[src/hw/rtl/tfn_pkg.sv]
// Shared types and fixed widths for the triangle face normal pipeline.
// No dependencies.
package tfn_pkg;

   localparam int MAG_BITS  = 30;  // scaled magnitude width
   localparam int SQ_BITS   = 2 * MAG_BITS;
   localparam int SUM_BITS  = 62;  // sum of three squares
   localparam int ROOT_BITS = 31;  // floor(sqrt(sum))
   localparam int FRAC_BITS = 14;  // Q1.14 result
   localparam int Q_BITS    = 15;  // quotient magnitude
   localparam int NUM_BITS  = MAG_BITS + FRAC_BITS + 1;
   localparam int NORM_BITS = 16;

   // Control that travels with every item down the pipeline.
   typedef struct packed {
      logic       valid;
      logic [2:0] neg;
      logic       degen;
   } tfn_tag_type;

endpackage

[src/hw/rtl/tfn_sqrt.sv]
// Integer square root, one root bit per register stage.
// ROOT_BITS stages; depends on tfn_pkg.
module tfn_sqrt (
   input  logic                           clock,
   input  logic                           reset,
   input  logic                           en,
   input  tfn_pkg::tfn_tag_type           tag_in,
   input  logic [tfn_pkg::MAG_BITS-1:0]   m_in [3],
   input  logic [tfn_pkg::SUM_BITS-1:0]   sum_in,
   output tfn_pkg::tfn_tag_type           tag_out,
   output logic [tfn_pkg::MAG_BITS-1:0]   m_out [3],
   output logic [tfn_pkg::ROOT_BITS-1:0]  root_out
);

   localparam int NS = tfn_pkg::ROOT_BITS;
   localparam int RW = tfn_pkg::SUM_BITS;

   logic [RW-1:0]                 rem_ff [NS], rem_in [NS];
   logic [NS-1:0]                 root_ff [NS], root_in [NS];
   logic [tfn_pkg::MAG_BITS-1:0]  m_ff [NS][3], m_src [NS][3];
   tfn_pkg::tfn_tag_type          tag_ff [NS], tag_src [NS];

   always_comb begin
      logic [RW-1:0] rem_s, trial;
      logic [NS-1:0] root_s;
      for (int j = 0; j < NS; j++) begin
         rem_s      = (j == 0) ? sum_in : rem_ff[(j == 0) ? 0 : j-1];
         root_s     = (j == 0) ? '0     : root_ff[(j == 0) ? 0 : j-1];
         tag_src[j] = (j == 0) ? tag_in : tag_ff[(j == 0) ? 0 : j-1];
         m_src[j]   = (j == 0) ? m_in   : m_ff[(j == 0) ? 0 : j-1];
         // (r + 2^k)^2 - r^2 = r*2^(k+1) + 2^(2k)
         trial = (RW'(root_s) << (NS - j)) | (RW'(1) << (2 * (NS - 1 - j)));
         if (rem_s >= trial) begin
            rem_in[j]  = rem_s - trial;
            root_in[j] = root_s | (NS'(1) << (NS - 1 - j));
         end else begin
            rem_in[j]  = rem_s;
            root_in[j] = root_s;
         end
      end
   end

   always_ff @(posedge clock) begin
      if (reset) begin
         for (int j = 0; j < NS; j++) tag_ff[j].valid <= 1'b0;
      end else if (en) begin
         tag_ff <= tag_src;
      end
   end

   always_ff @(posedge clock) begin
      if (en) begin
         rem_ff  <= rem_in;
         root_ff <= root_in;
         m_ff    <= m_src;
      end
   end

   assign tag_out  = tag_ff[NS-1];
   assign m_out    = m_ff[NS-1];
   assign root_out = root_ff[NS-1];

endmodule

[config.mk]
export PLATFORM = sky130hd
export DESIGN_NAME = tfn_sqrt
export DESIGN_NICKNAME = d
export VERILOG_FILES = /design/src/hw/rtl/tfn_pkg.sv /design/src/hw/rtl/tfn_sqrt.sv
export SDC_FILE = /design/constraint.sdc
export NUM_CORES = 2
export LEC_CHECK = 0
export BUFFER_PORTS_ARGS = -buffer_cell sky130_fd_sc_hd__buf_2
export CORE_ASPECT_RATIO = 1.25
export CORE_MARGIN = 10
export CORE_UTILIZATION = 60
export CTS_CLUSTER_SIZE = 24
export DETAILED_ROUTE_END_ITERATION = 10
export PLACE_DENSITY = 0.82
export SLEW_MARGIN = 0
export SYNTH_ARGS = -nofsm -noshare
export SYNTH_HDL_FRONTEND = slang
export SYNTH_SLANG_ARGS = --single-unit
[constraint.sdc]
create_clock -name clock -period 19.95 [get_ports clock]
set_input_delay 5.985 -clock clock [delete_from_list [all_inputs] [get_ports clock]]
set_output_delay 5.985 -clock clock [all_outputs]
set_load 0.02 [all_outputs]
Word level (Yosys, flattened, before mapping)
Cells that the tools add are included.
{ "word_totals": {"register_bits": 5766, "inputBits": 160} }
{ "classes": {"mux": 31, "magnitude_cmp": 31, "n_bitwise": 1, "reduce_logical": 1, "n_addsub": 30} }
{ "ops": {"columns": ["op", "count"], "rows": [
  ["2-to-1 mux 62 bit", 30],
  ["greater-or-equal comparator 62 x 32 -> 1 bit", 1],
  ["greater-or-equal comparator 62 x 33 -> 1 bit", 1],
  ["greater-or-equal comparator 62 x 34 -> 1 bit", 1],
  ["greater-or-equal comparator 62 x 35 -> 1 bit", 1],
  ["greater-or-equal comparator 62 x 36 -> 1 bit", 1],
  ["greater-or-equal comparator 62 x 37 -> 1 bit", 1],
  ["greater-or-equal comparator 62 x 38 -> 1 bit", 1],
  ["greater-or-equal comparator 62 x 39 -> 1 bit", 1],
  ["greater-or-equal comparator 62 x 40 -> 1 bit", 1],
  ["greater-or-equal comparator 62 x 41 -> 1 bit", 1],
  ["greater-or-equal comparator 62 x 42 -> 1 bit", 1],
  ["greater-or-equal comparator 62 x 43 -> 1 bit", 1],
  ["greater-or-equal comparator 62 x 44 -> 1 bit", 1],
  ["greater-or-equal comparator 62 x 45 -> 1 bit", 1],
  ["greater-or-equal comparator 62 x 46 -> 1 bit", 1],
  ["greater-or-equal comparator 62 x 47 -> 1 bit", 1],
  ["greater-or-equal comparator 62 x 48 -> 1 bit", 1],
  ["greater-or-equal comparator 62 x 49 -> 1 bit", 1],
  ["greater-or-equal comparator 62 x 50 -> 1 bit", 1],
  ["greater-or-equal comparator 62 x 51 -> 1 bit", 1],
  ["greater-or-equal comparator 62 x 52 -> 1 bit", 1],
  ["greater-or-equal comparator 62 x 53 -> 1 bit", 1],
  ["greater-or-equal comparator 62 x 54 -> 1 bit", 1],
  ["other kinds (41)", 41]
]} }

Logic depth before layout (Yosys ltp)
{ "depth": {"ltp_word": 2, "ltp_mapped": 15, "mapped_depth_nobuf": 13} }

Worst setup path before layout
No wires, ideal clock.
{ "synth_timing": {"path_type": "input port to flip-flop", "from": "input port en", "to": "register tag_ff[100] (netlist name) (enable)", "path_slack_ns": 7.157, "n_path_buf": 2, "t_arrival_ns": 12.167, "stages": 3, "required_ns": 19.325, "cell_sequence": "clkbuf_1 -> buf_1 -> nor2b_1"} }
{ "synth_via": {"elab_chain_cells": 1} }
{ "synth_lines": {"columns": ["item", "line_no", "rtl"], "rows": [
  ["start, declared", "tfn_sqrt.sv:6", "input logic en,"],
  ["AND reduction 2 bit (no source line)", null, null],
  ["end signal, assigned", "tfn_sqrt.sv:47", "tag_ff <= tag_src;"],
  ["end, declared", "tfn_sqrt.sv:21", "tfn_pkg::tfn_tag_type tag_ff [NS], tag_src [NS];"]
]} }
Every way passes these cells.
A chain may end at the register's enable or synchronous reset.

Final worst setup path
{ "layout_timing": {"from": "input port en", "to": "register m_ff (netlist bit m_out[21]) (enable)"} }
{ "layout_rtl": {"columns": ["item", "line_no", "rtl"], "rows": [
  ["end signal, assigned", "tfn_sqrt.sv:55", "m_ff <= m_src;"],
  ["end, declared", "tfn_sqrt.sv:20", "logic [tfn_pkg::MAG_BITS-1:0] m_ff [NS][3], m_src [NS][3];"]
]} }
No word-level cell between the ends.

==> flow_metrics.tcl <==
set metrics [dict create \
    status "finished clean" \
    tightest_slew_ns 1.38 \
    cpPeakStageDelay_ns 0.85 \
    final_antenna_net_count 0 \
    multi_input_area_sq_um 39200 \
    ctsResizeCount 0 \
    clk_pin_slew_worst_paths_ns 0.07 \
    synth_top_area_share_pct 78.3 \
    yosysSeqAreaShare_pct 78.7 \
    most-common-layout-cells "edfxtp_1, inv_1, nor2_1" \
    drtPass1Iterations 9 \
    die_h_um 669 \
    post-dp-hpwl_um 262000 \
    fillers 21359 \
    rsz0062_at_grt "false" \
    clock_sinks 5301 \
    ys_types 95 \
    io_pins 286 \
    synth_warnings 0 \
    synth-edff-count 5270 \
    arrival_ns 10.18 \
    start_util_pct 60.2 \
    drt_wl_total_um 395000 \
    clock_latency_ns 1.00 \
    setup_tns_ns 0 \
    numCtsBuffers 470 \
    portBuffers 285 \
    whs_ns 0.356 \
    cts-root-buf "clkbuf_16" \
    grt_overflow 0 \
    grt_pass1_vias 105545 \
    cp_cell_sequence "buf_12 > buf_12 > buf_4 > buf_12 > buf_12" \
    power.leakage_nw 80.2 \
    post_drt_wl_per_cell_um 22.7 \
    p_per_area_nw_per_um2 118 \
    syn_nets 12730 \
    yosys-top-cells-area "edfxtp_1, ha_1, xnor2_1" \
    avgSynthCellArea_sq_um 16.8 \
    min_period_ns 9.59 \
    async_reset_ff_share_pct 0 \
    maxCapViolCount 0 \
    drtIter0Drc 7641 \
    hold_class "register to register" \
    finalClockSkew_ns 0.0769 \
    cpMostUsedCell "buf_12" \
    grtUsageTotal_pct 21.4 \
    final_max_slew_viol_count 0 \
    core_sq_um 336000 \
    period_share_pct 48.1 \
    hold_viol_final 0 \
    netlist_instances 12045 \
    ir_drop_mv 0.0911 \
    cts_hold_buffers 0 \
    relSlewSlack_pct 5.43 \
    post_cts_buffers 0 \
    nets 13262 \
    antenna_found_initial 9 \
    synth.largest_area_cell "edfxtp_1" \
    drc 0 \
    drive_gt1_share_pct 9.26 \
    dieWidth_um 539 \
    syn_area_sq_um 202000 \
    grt_pass1_wl_um 596000 \
    crit_fanout 203 \
    cp-start-kind "primary input" \
    ys_ff_latch 5301 \
    gp_congestion 1.01 \
    cts_tree "done" \
    ff_latch_area_sq_um 159000 \
    setup_viol 0 \
    finalCoreUtilization_pct 66.7 \
    rows 238 \
    synth_flop_cell "edfxtp_1" \
    vias 100115 \
    final_common_cell "edfxtp_1" \
    fmax_mhz 104 \
    area_growth_pct 10.9 \
    grt_max_degree 238 \
    cp_slowest_cell "buf_4" \
    end_kind "register" \
    clockBufferDepth 4 \
    die_area_sq_um 360000 \
    htreeDepth 5 \
    setup.worst_path.class "primary input to register" \
    routed_via_density 5.74 \
    worstPathRequired_ns 20.54 \
]
## synth_stat cells, types with 90 or more instances
| master | n |
|---|---|
| edfxtp_1 | 5270 |
| inv_1 | 637 |
| nor2_1 | 603 |
| nand2_1 | 590 |
| a21oi_1 | 531 |
| ha_1 | 525 |
| xnor2_1 | 444 |
| o21ai_0 | 434 |
| xor2_1 | 380 |
| nor4_1 | 321 |
| a21o_1 | 224 |
| nor3_1 | 210 |
| nand3_1 | 169 |
| clkbuf_1 | 137 |
| nand4_1 | 137 |
| buf_4 | 126 |
| or3_1 | 106 |
| nand2b_1 | 105 |
| o21a_1 | 90 |
## kinds of logic (layout without fill, tap and decap cells)
| kind of cell | count (synthesis) | after routing | synth area share (%) |
|---|---|---|---|
| multiplexers | 108 | 108 | 0.579 |
| AND/OR/NAND/NOR | 2682 | 2682 | 6.87 |
| other | 0 | 13 | 0 |
| AO/OA/AOI/OAI | 1659 | 1659 | 5.07 |
| adder cells (fa/ha/maj) | 525 | 525 | 3.25 |
| XOR/XNOR | 824 | 824 | 3.57 |
| flip-flops | 5301 | 5301 | 78.7 |
| buffers and inverters | 946 | 1875 | 2.01 |
## state kept, by name, summed over array words and instances (netlist names)
signal and cells:
m_ff 2700, m_out 90, rem_ff 1860, root_ff 465
root_out 31, tag_ff 150, tag_out 5
## per-stage QoR
stage	setup slack, ns	area [sq um]	instances	power [mW]
CTS	10.49	224000	17414	26.6
finish	10.36	224000	17427	26.4
global placement	9.57	208000	16545	17.3
global route	10.14	224000	17422	27.4
floorplan	7.16	202000	12045	16.2
detailed placement	9.45	208000	16545	17.4
## area by class of cell
type	instances	area share (%)
clock inverter	297	1.42
inverter	640	1.07
multi-input combinational	5798	17.5
sequential	5301	71.0
tap	4440	2.48
timing repair buffer	366	1.01
antenna	13	0.0145
clock buffer	572	5.55
## final timing paths
kind / slack, ns / cells past startpoint / from / to
hold reg to reg: 0.36 / 0 / m_ff[1886] / m_ff[1796]
setup / recovery: 10.36 / 5 / en / m_out[21]
hold / removal: 0.36 / 0 / m_ff[1886] / m_ff[1796]
setup reg to reg: 14.50 / 12 / rem_ff[581] / rem_ff[548]
## worst max-delay path, delay by kind of cell
kind | cells | cell delay, ns
buf+inv | 5 | 3.53
## metal layers
layer / vias up / global-route usage [%] / wire [um]
met5: - / 0 / 13
met4: 2 / 15.6 / 34200
met3: 1214 / 2.88 / 13900
met2: 2978 / 42.7 / 224000
met1: 48999 / 19.3 / 123000
li1: 46922 / - / -
## where the power goes
group / total, mW / internal [mW] / switching [mW]
clock network: 9.10 / 5.14 / 3.96
logic: 3.19 / 1.22 / 1.97
registers: 14.1 / 13.5 / 0.624
total: 26.4 / 19.8 / 6.55
No activity file was read; power rests on OpenSTA's default activity.
